$ cat src/rtl/abpf_pkg.sv
// ----------------------------------------------------------------------------
// abpf_pkg
// Shared types, constants and helpers of the position and velocity fusion
// core.
// ----------------------------------------------------------------------------
package abpf_pkg;

	typedef logic signed [47:0] pos_t;
	typedef logic signed [63:0] wide_t;
	typedef logic [23:0]        coef_t;

	// Event tags carried by the command field.
	typedef enum logic [1:0] {
		CMD_ACCEL = 2'd0,
		CMD_BARO  = 2'd1,
		CMD_FLOW  = 2'd2,
		CMD_MODE  = 2'd3
	} cmd_t;

	// Configuration register indexes (byte address is four times the index).
	typedef enum logic [2:0] {
		REG_POS_XY_CORR  = 3'd0,
		REG_POS_Z_CORR   = 3'd1,
		REG_VEL_XY_INTEG = 3'd2,
		REG_VEL_Z_INTEG  = 3'd3,
		REG_BARO_FAST    = 3'd4,
		REG_BARO_SLOW    = 3'd5,
		REG_AZ_LIMIT     = 3'd6,
		REG_FLOW_SCALE   = 3'd7
	} reg_idx_t;

	localparam int PADDR_W = 5;

	localparam coef_t       RST_POS_XY_CORR  = 24'd671089;
	localparam coef_t       RST_POS_Z_CORR   = 24'd671089;
	localparam coef_t       RST_VEL_XY_INTEG = 24'd1678;
	localparam coef_t       RST_VEL_Z_INTEG  = 24'd33554;
	localparam coef_t       RST_BARO_FAST    = 24'd838861;
	localparam coef_t       RST_BARO_SLOW    = 24'd83886;
	localparam logic [14:0] RST_AZ_LIMIT     = 15'd300;
	localparam coef_t       RST_FLOW_SCALE   = 24'd335544;

	// Flow sensor orientation codes and the mode code that selects flow height.
	localparam logic [7:0] DIR_DOWN = 8'd0;
	localparam logic [7:0] DIR_UP   = 8'd1;
	localparam logic [7:0] MODE_FLOW_HEIGHT = 8'd0;

	// State memory layout: one 48-bit word per entry.
	localparam int RAM_DEPTH = 20;
	localparam int RAM_AW    = 5;
	localparam logic [RAM_AW-1:0] A_VEL   = 5'd0;
	localparam logic [RAM_AW-1:0] A_IP    = 5'd3;
	localparam logic [RAM_AW-1:0] A_IPP   = 5'd6;
	localparam logic [RAM_AW-1:0] A_FP    = 5'd9;
	localparam logic [RAM_AW-1:0] A_REF   = 5'd12;
	localparam logic [RAM_AW-1:0] A_LF    = 5'd15;
	localparam logic [RAM_AW-1:0] A_BARO  = 5'd18;
	localparam logic [RAM_AW-1:0] A_HPREV = 5'd19;

	// Arithmetic unit widths.
	localparam int MUL_D_W   = 50;
	localparam int MUL_R_W   = 52;
	localparam int DIV_N_W   = 51;
	localparam int DIV_U_W   = 52;
	localparam int DIV_Q_W   = 53;
	localparam int DIV_RADIX_BITS = 4;
	localparam int DIV_STEPS = DIV_U_W / DIV_RADIX_BITS;
	localparam int ACCEL_FREQ = 500;
	localparam int HALF_FREQ  = ACCEL_FREQ / 2;

	typedef struct packed {
		logic busy;
		logic done;
	} unit_sts_t;

	typedef enum logic [4:0] {
		ST_IDLE,
		ST_A_VRD, ST_A_VWAIT, ST_A_IPMUL, ST_A_RFRD, ST_A_IPDIV, ST_A_IPWAIT,
		ST_A_VO, ST_A_FPST, ST_A_FPWAIT, ST_A_OUT,
		ST_B_RD, ST_B_MUL, ST_B_WAIT,
		ST_F_MX, ST_F_MXW, ST_F_MYW, ST_F_LZ, ST_F_RD0, ST_F_RD1, ST_F_A0,
		ST_F_RD2, ST_F_A1, ST_F_H,
		ST_H_RD, ST_H_UPD, ST_H_HP
	} st_t;

	// Clamp a wide signed value into the 48-bit Q31.16 range.
	function automatic pos_t sat48(input wide_t v);
		pos_t r;
		if (v[63:47] == {17{v[63]}}) begin
			r = v[47:0];
		end else if (v[63]) begin
			r = {1'b1, {47{1'b0}}};
		end else begin
			r = {1'b0, {47{1'b1}}};
		end
		return r;
	endfunction

endpackage

$ cat src/rtl/abpf_div500.sv
// ----------------------------------------------------------------------------
// abpf_div500
// Floor division of a signed value by 500, four quotient bits per cycle.
// ----------------------------------------------------------------------------
module abpf_div500 (
	input  logic                                 clk,
	input  logic                                 arst_n,
	input  logic                                 start,
	input  logic signed [abpf_pkg::DIV_N_W-1:0]  n,
	output abpf_pkg::unit_sts_t                  sts,
	output logic signed [abpf_pkg::DIV_Q_W-1:0]  q
);

	localparam int CNT_W = $clog2(abpf_pkg::DIV_STEPS);
	localparam int RB    = abpf_pkg::DIV_RADIX_BITS;

	logic                        busy_q;
	logic                        done_q;
	logic [CNT_W-1:0]            cnt_q;
	logic                        neg_q;
	logic [abpf_pkg::DIV_U_W-1:0] u_q;
	logic [8:0]                  rem_q;

	logic [8:0]    r;
	logic [9:0]    t;
	logic [RB-1:0] qb;

	// Restoring steps on the remainder; negative inputs are divided as
	// (-n - 1) and the quotient complemented, which gives the floor.
	always_comb begin
		r  = rem_q;
		t  = '0;
		qb = '0;
		for (int k = RB - 1; k >= 0; k--) begin
			t = {r, u_q[abpf_pkg::DIV_U_W - RB + k]};
			if (t >= 10'(abpf_pkg::ACCEL_FREQ)) begin
				r     = 9'(t - 10'(abpf_pkg::ACCEL_FREQ));
				qb[k] = 1'b1;
			end else begin
				r = t[8:0];
			end
		end
	end

	always_ff @(posedge clk or negedge arst_n) begin
		if (!arst_n) begin
			busy_q <= 1'b0;
			done_q <= 1'b0;
			cnt_q  <= '0;
		end else begin
			done_q <= 1'b0;
			if (start) begin
				busy_q <= 1'b1;
				cnt_q  <= '0;
			end else if (busy_q) begin
				cnt_q <= cnt_q + 1'b1;
				if (cnt_q == CNT_W'(abpf_pkg::DIV_STEPS - 1)) begin
					busy_q <= 1'b0;
					done_q <= 1'b1;
				end
			end
		end
	end

	always_ff @(posedge clk) begin
		if (start) begin
			neg_q <= n[abpf_pkg::DIV_N_W-1];
			u_q   <= {2'b00, (n[abpf_pkg::DIV_N_W-1] ? ~n[49:0] : n[49:0])};
			rem_q <= '0;
		end else if (busy_q) begin
			u_q   <= {u_q[abpf_pkg::DIV_U_W-RB-1:0], qb};
			rem_q <= r;
		end
	end

	assign sts.busy = busy_q;
	assign sts.done = done_q;
	assign q = neg_q ? ~$signed({1'b0, u_q}) : $signed({1'b0, u_q});

endmodule

$ cat config.mk
export PLATFORM = sky130hd
export DESIGN_NAME = abpf_div500
export DESIGN_NICKNAME = d
export VERILOG_FILES = /design/src/rtl/abpf_pkg.sv /design/src/rtl/abpf_div500.sv
export SDC_FILE = /design/constraint.sdc
export NUM_CORES = 1
export LEC_CHECK = 0
export BUFFER_PORTS_ARGS = -buffer_cell sky130_fd_sc_hd__buf_2
export CORE_MARGIN = 4
export CORE_UTILIZATION = 25
export DETAILED_ROUTE_END_ITERATION = 8
export GPL_TIMING_DRIVEN = 0
export REMOVE_ABC_BUFFERS = 1
export SLEW_MARGIN = 20
export SYNTH_ARGS = -nofsm -noshare
export SYNTH_HDL_FRONTEND = slang
export SYNTH_SLANG_ARGS = --single-unit
$ cat constraint.sdc
create_clock -name clk -period 11.8 [get_ports clk]
set_clock_uncertainty 0.05 [all_clocks]
set_input_delay 1.18 -clock clk [delete_from_list [all_inputs] [get_ports clk]]
set_output_delay 1.18 -clock clk [all_outputs]
set_load 0.01 [all_outputs]
* After elaboration in Yosys (flattened, before gate mapping)
Index checks and enable logic that the tools add are counted.
** Storage, ports and cells
- Register bits :: 68
** Operators by class
- Add/sub/neg operators :: 5
- $lt $le $gt $ge :: 4
- Equality and inequality tests :: 1
- Mux-type cells :: 20
- Bitwise logic cells :: 2
- Reduce and logical (&&, ||, !) cells :: 1
** Operators by type and width (count)
- $mux W50 :: 3
- $mux W53 :: 1
- $not A52 Y53 :: 1
- $not A50 Y50 :: 1
- $ge A10 B9 Y1 const B :: 4
- $mux W9 :: 4
- $sub A9 B9 Y9 const B :: 4
- $mux W1 :: 10
- $mux W4 :: 2
- $add A4 B1 Y4 const B :: 1
- $eq A4 B4 Y1 const B :: 1
- $reduce_bool A2 Y1 :: 1

* Depth between registers and ports, before layout
Gate-level depths: netlist of the first run.
- Word-level depth :: 10
- Mapped depth :: 15
- Mapped depth without buffers :: 13

* Worst setup path after synthesis of the first run
OpenSTA, ideal clock, no wires.
- Kind :: register to register
- Start point :: register rem_q[1]
- End point :: register rem_q[4]
- Setup time :: 0.095 ns
- Arrival time :: 3.604 ns
- Data required time :: 11.655 ns
- Slack :: 8.052 ns
- Cell stages (with the launch flop) :: 16
- Path buffers :: 2
- Period minus slack after synthesis :: 3.748 ns
- Cell sequence :: dfxtp_1 > inv_1 > ha_1 > buf_2 > nand3b_1 > mux2i_1 > a211oi_1 > clkbuf_1 > nand3_1 > o21ai_1 > mux2i_1 > a31oi_1 > a2111oi_4 > o2111ai_1 > and4_4 > o32ai_2
** Between the ends
- Longest elaborated chain between the ends :: 8
- Elaborated cells on any way between the ends :: 12
- Those cells by class :: add/sub (4); order compare (4); mux (4)
** RTL lines
- start: declaration :: line abpf_div500.sv:22 : logic [8:0] rem_q;
- start signal: assignment :: line abpf_div500.sv:72 : rem_q <= r;
- $sub A9 B9 Y9 or $ge A10 B9 Y1 (tied branches) :: line abpf_div500.sv:37, abpf_div500.sv:36
- $mux W9 (*) :: line abpf_div500.sv:36 : if (t >= 10'(abpf_pkg::ACCEL_FREQ)) begin
- $ge A10 B9 Y1 or $sub A9 B9 Y9 (tied branches) :: line abpf_div500.sv:36, abpf_div500.sv:37
- $mux W9 (*) :: line abpf_div500.sv:36
- $sub A9 B9 Y9 or $ge A10 B9 Y1 (tied branches) :: line abpf_div500.sv:37, abpf_div500.sv:36
- $mux W9 (*) :: line abpf_div500.sv:36
- $sub A9 B9 Y9 or $ge A10 B9 Y1 (tied branches) :: line abpf_div500.sv:37, abpf_div500.sv:36
- $mux W9 (*) :: line abpf_div500.sv:36
Every way passes the cells marked *; elsewhere a longest branch is shown, timed or not.
A chain may end at the register's enable or synchronous reset.

* Worst setup path in the final report of the first run
- Start point :: register rem_q[1]
- End point :: register rem_q[5]
** Between the ends
- Longest elaborated chain between the ends :: 8
- Elaborated cells on any way between the ends :: 12
- Those cells by class :: add/sub (4); order compare (4); mux (4)
** RTL lines (line)
- $sub A9 B9 Y9 or $ge A10 B9 Y1 (tied branches) :: abpf_div500.sv:37, abpf_div500.sv:36
- $mux W9 (*) :: abpf_div500.sv:36
- $sub A9 B9 Y9 or $ge A10 B9 Y1 (tied branches) :: abpf_div500.sv:37, abpf_div500.sv:36
- $mux W9 (*) :: abpf_div500.sv:36
- $sub A9 B9 Y9 or $ge A10 B9 Y1 (tied branches) :: abpf_div500.sv:37, abpf_div500.sv:36
- $mux W9 (*) :: abpf_div500.sv:36
- $sub A9 B9 Y9 or $ge A10 B9 Y1 (tied branches) :: abpf_div500.sv:37, abpf_div500.sv:36
- $mux W9 (*) :: abpf_div500.sv:36
Marked as above.

==> flow_summary.json, run 1 <==
{
  "status": "finished clean",
  "cts_hold_buf": 0,
  "post_cts_buffers": 0,
  "rsz0062_at_grt": "false",
  "area_delta_synth_final_pct": 23.66,
  "dieArea_um2": 21450,
  "grt_max_degree": 75,
  "tns_ns": 0,
  "min_period_ns": 4.633,
  "wirelength_um": 11780,
  "max_slew_margin": 0.3871,
  "post-dp-hpwl_um": 8296,
  "p_per_area_nw_per_um2": 181.7,
  "layout_common_cells": "106 x buf_2, 74 x nor2_1, 56 x xnor2_1, 56 x xor2_1, 55 x a21oi_1",
  "pin_count": 109,
  "worst-path-max-fanout": 11,
  "fin_nets": 647,
  "cp.required_ns": 12.02,
  "yosysTopAreaCell": "edfxtp_1",
  "hold_viol": 0,
  "grt_pass1_wl_um": 19730,
  "core_area_um2": 18770,
  "synth-main-ff-cell": "edfxtp_1",
  "synth_warnings": 0,
  "antenna_found_initial": 0,
  "cp-end-kind": "flop",
  "max_slew.worst_pin.slew_ns": 0.9193,
  "grt_usage": 0.1101,
  "ys_seq_elements": 68,
  "startpoint_type": "flop",
  "syn_avg_cell_area_um2": 9.565,
  "yosysSeqAreaShare": 0.3969,
  "post_cts_resized": 0,
  "syn_area_um2": 4792,
  "setup_viol": 0,
  "overflow": 0,
  "synth_cell_type_count": 73,
  "fillCellCount": 1965,
  "min_to": "rem_q[2]$_SDFFE_PP0P_",
  "fin_area_um2": 5926,
  "drt_first_pass_iters": 5,
  "fin_crit_sh": 0.3926,
  "num_rows": 50,
  "cts.reportedPaths.clkPinSlew_ns": 0.06,
  "p_leak_nw": 2.318,
  "diodes": 0,
  "drt-wirelength-per-cell_um": 14.23,
  "placed_area_um2": 5599,
  "numPortBuffers": 108,
  "total_power_mw": 1.077,
  "drcViolationCount": 0,
  "seq_area_um2": 1902,
  "timing.rr.start": "rem_q[1]$_SDFFE_PP0P_",
  "clk-insertion-delay-late_ns": 0.33,
  "multiInputGateArea_um2": 2689,
  "worstSetupPathType": "reg2reg",
  "cts_buffers": 9,
  "clock-sinks": 68,
  "holdPathStages": 2,
  "fmax_mhz": 215.9,
  "synth_edf_count": 51,
  "reg2regPathDepth": 13,
  "place.gp.congestion": 0.8434,
  "fin_ws_ns": 7.167,
  "grt_pass1_vias": 3884,
  "hp-start": "rem_q[2]$_SDFFE_PP0P_",
  "cts_tree": "yes",
  "first_iter_violations": 255,
  "worstHoldPathType": "reg2reg",
  "ff2ff_setup_slack_ns": 7.17,
  "cts-root-buf": "clkbuf_16",
  "yosys.area.top_type_share": 0.3196,
  "die_w_um": 146.5,
  "fp.dieH_um": 146.5,
  "slew_viol_final": 0,
  "vias": 3838,
  "async_flop_share": 0.08824,
  "dp_slack_ns": 6.897,
  "cp.arrival_ns": 4.85,
  "layout_commonest_cell": "buf_2",
  "maxCapViolations": 0,
  "cts_max_level": 3,
  "clockBufferDepth": 2,
  "synthCells": 501,
  "via_per_inst": 4.635,
  "synth_area_leaders": "edfxtp_1 32%, xnor2_1 10%, xor2_1 10%, nor2_1 5.8%, a21oi_1 5.7%",
  "ant_nets": 0,
  "r2r_end": "rem_q[5]$_SDFFE_PP0P_",
  "start_util": 0.2553,
  "vdd_drop_max_v": 0.00008316,
  "drive_gt1_frac": 0.2593
}
==> worst max-delay path by stage <==
stage,to,startpoint,cells after the start,slack [ns]
final,rem_q[5]$_SDFFE_PP0P_,rem_q[1]$_SDFFE_PP0P_,13,7.17
after global routing,rem_q[5]$_SDFFE_PP0P_,rem_q[1]$_SDFFE_PP0P_,13,6.88
after CTS,rem_q[5]$_SDFFE_PP0P_,rem_q[1]$_SDFFE_PP0P_,13,6.85
after detailed placement,rem_q[5]$_SDFFE_PP0P_,rem_q[1]$_SDFFE_PP0P_,13,6.90
after global placement,u_q[25]$_DFFE_PP_,start,3,6.81
after floorplan,rem_q[4]$_SDFFE_PP0P_,rem_q[1]$_SDFFE_PP0P_,13,7.81
==> metrics by stage <==
stage / util / std cells / hold WS [ns]
final: 0.3157 / 828 / 0.4843
after global routing: 0.3157 / 828 / 0.5398
after CTS: 0.3155 / 828 / 0.4865
after detailed placement: 0.2983 / 812 / 0.4784
after global placement: 0.2911 / 806 / 0.4716
after floorplan: - / 464 / 0.4300
==> registers in the layout (all words and copies together), names as in the netlist <==
register / count
u_q: 52
rem_q: 9
cnt_q: 4
busy_q: 1
done_q: 1
neg_q: 1
==> cells by family after synthesis <==
kind of cell / count (synthesis) / synth area share
simple gates: 130 / 0.1243
flops: 68 / 0.3969
buf+inv: 49 / 0.04308
xor+xnor: 112 / 0.2047
fa+ha+maj: 5 / 0.01253
mux: 14 / 0.02977
compound gates: 123 / 0.1888
==> cell usage after synthesis, types with 2 or more instances <==
| cell type | n |
|---|---|
| a211oi_2 | 2 |
| nor3_1 | 5 |
| o21ai_1 | 3 |
| a31oi_1 | 4 |
| clkbuf_1 | 17 |
| and3_1 | 4 |
| xnor2_1 | 56 |
| o211ai_1 | 5 |
| and2_1 | 2 |
| o31ai_4 | 2 |
| edfxtp_1 | 51 |
| mux2i_1 | 12 |
| nand2_1 | 18 |
| buf_2 | 3 |
| nor2_1 | 74 |
| o21bai_1 | 2 |
| buf_4 | 3 |
| a211o_1 | 2 |
| ha_1 | 4 |
| o21ai_0 | 8 |
| nand4_1 | 4 |
| xor2_1 | 56 |
| inv_1 | 12 |
| nor2b_1 | 3 |
| dfxtp_1 | 11 |
| a21oi_1 | 55 |
| a211oi_1 | 6 |
| mux2_2 | 2 |
| o21a_1 | 2 |
| dfrtp_1 | 6 |
| o2111ai_1 | 2 |
| buf_1 | 13 |
| nand3_1 | 8 |
| nand2b_1 | 2 |
| a2111oi_4 | 2 |
| o22ai_1 | 3 |
==> cell type report <==
type                       count  share of cell area
tap                          234             0.04941
multi-input combinational    384              0.4538
inverter                      12            0.008024
sequential                    68              0.3209
clock buffer                  11             0.04455
timing repair buffer         114              0.1136
clock inverter                 5            0.009713
==> power breakdown <==
part	total [mW]	switching, mW	internal [mW]
sequential	0.343	0.0418	0.302
clock	0.286	0.104	0.182
combinational	0.447	0.261	0.187
==> critical path, stage by stage (launching register included) <==
cell and delay (ns):
dfxtp_1 0.49, inv_1 0.16, ha_1 0.39, nand3b_1 0.24, mux2i_1 0.18, a211oi_2 0.63, nand3_1 0.23, o21ai_1 0.37
mux2i_1 0.24, a31oi_1 0.18, a2111oi_4 0.55, o21ai_0 0.30, o21ai_0 0.35, a32o_1 0.20
==> routing by layer <==
layer  vias up  share of wire  global-route usage
met5         -              0                   0
met1      1760           0.49              0.1556
li1       1952              -                   -
met3         4          0.062             0.03259
met2       122           0.44              0.1699
met4         0         0.0024             0.01693
No activity file was read; power rests on OpenSTA's default activity.
==> inputs of run 2 (changes only) <==
Clock period 11.8 ns to 4.4 ns, I/O delays scaled along.
==> flow_summary.json, run 2 (synthesis gave the netlist of run 1 again) <==
{
  "grt_pass1_vias": 3885,
  "rsz0062_at_grt": "false",
  "clockBufferDepth": 2,
  "place.gp.congestion": 0.8434,
  "area_delta_synth_final_pct": 25.51,
  "cp.required_ns": 4.62,
  "min_period_ns": 4.116,
  "fp.dieH_um": 146.5,
  "die_w_um": 146.5,
  "cp_slowest_stage_delay_ns": 0.49,
  "numPortBuffers": 108,
  "drive_gt1_frac": 0.2697,
  "fmax_mhz": 242.9,
  "overflow": 0,
  "fin_ws_ns": 0.2839,
  "dpl.cell_count": 812,
  "cts.reportedPaths.clkPinSlew_ns": 0.06,
  "tns_ns": 0,
  "top_regs": "u_q (52), rem_q (9), cnt_q (4)",
  "regMostFlops": "u_q",
  "antenna_found_initial": 0,
  "p_leak_nw": 2.330,
  "fin_cells": 831,
  "core_area_um2": 18770,
  "vias": 3855,
  "fin_util": 0.3205,
  "via_per_inst": 4.639,
  "max_slew_margin": 0.3884,
  "drcViolationCount": 0,
  "drt-wirelength-per-cell_um": 14.46,
  "worstSetupPathType": "reg2reg",
  "p_per_area_nw_per_um2": 490.5,
  "hold_viol": 0,
  "setup_viol": 0,
  "first_iter_violations": 299,
  "cts-root-buf": "clkbuf_16",
  "cts_tree": "yes",
  "max_slew.worst_pin.slew_ns": 0.9174,
  "layout_common_cells": "106 x buf_2, 73 x nor2_1, 56 x xnor2_1, 56 x xor2_1, 55 x a21oi_1",
  "clock-sinks": 68,
  "path_cells": "inv_1, ha_1, inv_1, o211a_1, a211oi_4, a21oi_1, o31ai_4, o21a_1, o21ai_1, a2111oi_4, o21ai_1, o21ai_0, a32o_1",
  "fin_nets": 650,
  "worst-path-max-fanout": 9,
  "cts_buffers": 9,
  "dieArea_um2": 21450,
  "ant_nets": 0,
  "largest_reg_flops": 52,
  "pin_count": 109,
  "seq_area_um2": 1903,
  "ff2ff_setup_slack_ns": 0.28,
  "cts_max_level": 3,
  "wirelength_um": 12020,
  "clk-insertion-delay-late_ns": 0.32,
  "startpoint_type": "flop",
  "slew_viol_final": 0,
  "grt_pass1_wl_um": 19740,
  "cp-end-kind": "flop",
  "fin_crit_sh": 0.9355,
  "cp.arrival_ns": 4.34,
  "diodes": 0,
  "worstHoldPathType": "in2async",
  "multiInputGateArea_um2": 2759,
  "critical-path-slowest-cell": "a2111oi_4",
  "status": "finished clean",
  "vdd_drop_max_v": 0.0002233,
  "dp_slack_ns": -0.5027,
  "fillCellCount": 1959,
  "post-dp-hpwl_um": 8296,
  "grt_max_degree": 75,
  "layout_commonest_cell": "buf_2",
  "maxCapViolations": 0,
  "start_util": 0.2553,
  "finalHoldWorstSlack_ns": 0.4156,
  "grt_usage": 0.1101,
  "drt_first_pass_iters": 5,
  "num_rows": 50
}
==> run 2: cell types whose count changed in the layout (fill, tap and decap cells not counted), sizes merged <==
cell         before  now
a211oi            8    9
buf             114  115
dlygate4sd3       0    1
==> run 2: stage by stage <==
| stage | area (um2) | power, mW |
|---|---|---|
| global route | 6015 | 3.142 |
| global placement | 5464 | 2.100 |
| detailed placement | 5599 | 2.120 |
| CTS | 5943 | 2.915 |
| floorplan | 4631 | 1.752 |
| finish | 6015 | 2.950 |
==> run 2: metal layers <==
metal / vias up / global-route usage / share of wire
li1: 1960 / - / -
met1: 1786 / 0.1556 / 0.49
met2: 107 / 0.1699 / 0.45
met3: 2 / 0.03259 / 0.057
met4: 0 / 0.01693 / 0.0012
met5: - / 0 / 0
==> run 2: final timing paths <==
kind / endpoint / depth (start not counted) / from
max: rem_q[5]$_SDFFE_PP0P_ / 13 / rem_q[1]$_SDFFE_PP0P_
min: done_q$_DFF_PN0_ / 2 / arst_n
max reg2reg: rem_q[5]$_SDFFE_PP0P_ / 13 / rem_q[1]$_SDFFE_PP0P_
min reg2reg: rem_q[2]$_SDFFE_PP0P_ / 2 / rem_q[2]$_SDFFE_PP0P_
max in group asynchronous: cnt_q[0]$_DFFE_PN0P_ / 2 / arst_n
min in group clk: u_q[9]$_DFFE_PP_ / 3 / n[9]
==> run 2: critical path, delay by kind of cell, from the launching register on <==
| kind | cells | cell delay (ns) |
|---|---|---|
| AOI/OAI and AO/OA | 10 | 2.84 |
| adders and majority gates | 1 | 0.46 |
| DFF | 1 | 0.37 |
| buffers and inverters | 2 | 0.34 |
==> run 2: power by group <==
group / internal, mW / switching [mW] / total (mW)
sequential: 0.809 / 0.118 / 0.927
clock: 0.489 / 0.277 / 0.766
combinational: 0.527 / 0.731 / 1.26
==> run 2: cell type report <==
class	count	share of cell area
Clock buffer	11	0.04389
Sequential cell	68	0.3164
Tap cell	234	0.04868
Inverter	12	0.007905
Clock inverter	5	0.009569
Multi-Input combinational cell	385	0.4587
Timing Repair Buffer	116	0.1148
==> run 2: repair_timing <==
item	in CTS	in global routing
hold endpoints to repair	6	0
hold buffers	1	0
gates resized for setup	2	11
buffers inserted	0	1
setup endpoints to repair	8	6
pin swaps	1	1
gates cloned	0	1
==> inputs of run 3 (changes only) <==
Settings changed: CORE_UTILIZATION 25 to 45, PLACE_DENSITY from default to 0.68.
==> flow_summary.json, run 3 (synthesis gave the netlist of run 1 again) <==
{
  "p_per_area_nw_per_um2": 462.7,
  "regMostFlops": "u_q",
  "numPortBuffers": 108,
  "min_period_ns": 4.211,
  "grt_max_degree": 72,
  "fp.dieH_um": 111.2,
  "layout_common_cells": "106 x buf_2, 74 x nor2_1, 56 x xnor2_1, 56 x xor2_1, 55 x a21oi_1",
  "cp-end-kind": "flop",
  "critical-path-slowest-cell": "a2111oi_4",
  "cp_slowest_stage_delay_ns": 0.56,
  "power_frac_clock": 0.174,
  "clk-insertion-delay-late_ns": 0.33,
  "place.gp.congestion": 0.8729,
  "vias": 3960,
  "path_cells": "inv_1, ha_1, nand3b_1, mux2i_4, a211oi_4, a21oi_1, o31ai_4, o21a_1, o21ai_1, a2111oi_4, o2111ai_1, a31oi_1, o32ai_2",
  "drt_first_pass_iters": 4,
  "cp.arrival_ns": 4.36,
  "grt_pass1_wl_um": 18830,
  "via_per_inst": 5.373,
  "grt_usage": 0.1820,
  "worstSetupPathType": "reg2reg",
  "status": "finished clean",
  "grt_pass1_vias": 3841,
  "finalHoldWorstSlack_ns": 0.4018,
  "switchingPower_mw": 1.071,
  "cp.required_ns": 4.55,
  "worstHoldPathType": "in2async",
  "seqPwrFrac": 0.348,
  "cts_tree": "yes",
  "layout_commonest_cell": "buf_2",
  "vdd_drop_max_v": 0.0002026,
  "cts-root-buf": "clkbuf_8",
  "p_comb_frac": 0.478,
  "dieArea_um2": 12360,
  "first_iter_violations": 261,
  "post-dp-hpwl_um": 8092,
  "hold_viol": 0,
  "fmax_mhz": 237.4,
  "fin_area_um2": 5736,
  "fin_util": 0.5531,
  "pin_count": 109,
  "num_rows": 37,
  "max_slew.worst_pin.slew_ns": 0.8468,
  "cts_buffers": 9,
  "crit_buf_inv": 1,
  "total_power_mw": 2.654,
  "cts_max_level": 3,
  "clock-sinks": 68,
  "diodes": 0,
  "max_slew_margin": 0.4355,
  "startpoint_type": "flop",
  "drive_gt1_frac": 0.2679,
  "cts.reportedPaths.clkPinSlew_ns": 0.07,
  "wirelength_um": 11330,
  "die_w_um": 111.2,
  "clockBufferDepth": 2,
  "maxCapViolations": 0,
  "internal_power_mw": 1.582,
  "placed_area_um2": 5454,
  "antenna_found_initial": 0,
  "fin_nets": 654,
  "overflow": 0,
  "area_delta_synth_final_pct": 19.69,
  "worst-path-max-fanout": 9,
  "ant_nets": 0,
  "critPathTopFamily": "compound AO/OA/AOI/OAI gates",
  "start_util": 0.4621,
  "fin_crit_sh": 0.9572,
  "core_area_um2": 10370,
  "switching_share": 0.4037,
  "slew_viol_final": 0,
  "drcViolationCount": 0,
  "drt-wirelength-per-cell_um": 15.37,
  "top_regs": "u_q (52), rem_q (9), cnt_q (4)",
  "setup_viol": 0,
  "largest_reg_flops": 52,
  "p_leak_nw": 2.273
}
## run 3: changes by cell type in the layout (fill, tap and decap cells not counted), sizes merged
cell,delta
buf,+4
bufinv,-1
clkbuf,+1
## run 3: worst paths after layout
check / to / slack [ns] / depth (start not counted) / start
min reg2reg: rem_q[2]$_SDFFE_PP0P_ / 0.49 / 2 / rem_q[2]$_SDFFE_PP0P_
min: cnt_q[2]$_DFFE_PN0P_ / 0.40 / 2 / arst_n
max in group asynchronous: cnt_q[3]$_DFFE_PN0P_ / 3.76 / 2 / arst_n
max reg2reg: rem_q[4]$_SDFFE_PP0P_ / 0.19 / 13 / rem_q[1]$_SDFFE_PP0P_
min in group clk: u_q[28]$_DFFE_PP_ / 0.43 / 3 / n[28]
max: rem_q[4]$_SDFFE_PP0P_ / 0.19 / 13 / rem_q[1]$_SDFFE_PP0P_
## run 3: area by class of cell
| class | count | area, um2 |
|---|---|---|
| inverters | 12 | 45.04 |
| multi-input cells | 385 | 2738 |
| flip-flops and latches | 68 | 1903 |
| clock buffers | 12 | 156.4 |
| clock inverters | 4 | 22.52 |
| repair buffers | 120 | 700.7 |
| fillers | 963 | 4634 |
| well taps | 136 | 170.2 |
## run 3: power by group through the flow
stage               Combinational (mW)  Sequential (mW)  Clock [mW]
global route                      1.40            0.942       0.506
floorplan                        0.842            0.910           0
finish                            1.27            0.923       0.463
global placement                  1.15            0.941           0
detailed placement                1.19            0.932           0
CTS                               1.20            0.918       0.477
## run 3: worst register-to-register path: cells and delay by family (launching register included)
kind | cells | cell delay, ns
AO/OA/AOI/OAI | 9 | 2.56
AND/OR/NAND/NOR | 1 | 0.29
flip-flops | 1 | 0.43
buffers and inverters | 1 | 0.13
adder cells (fa/ha/maj) | 1 | 0.37
multiplexers | 1 | 0.26
## run 3: layer usage
layer | vias up | part of all wire | track usage
met5 | - | 0 | 0
met4 | 0 | 0.015 | 0.05028
met3 | 12 | 0.059 | 0.04148
met2 | 135 | 0.48 | 0.2967
met1 | 1847 | 0.45 | 0.2431
li1 | 1966 | - | -
## run 3: what timing repair did
action	4_1_cts	5_1_grt
gates resized for setup	2	8
pin swaps	1	3
setup buffers	0	5
cloned	0	1
hold buffers	1	0
setup endpoints to repair	8	6
hold endpoints to repair	6	0
## run 3: through the flow
stage / TNS [ns] / setup WS, ns / instances
after global routing: -0.02779 / -0.02779 / 737
after CTS: 0 / 0.002388 / 731
after global placement: -2.185 / -0.4997 / 708
after detailed placement: -1.921 / -0.4865 / 714
after floorplan: 0 / 0.4069 / 464
final: 0 / 0.1885 / 737
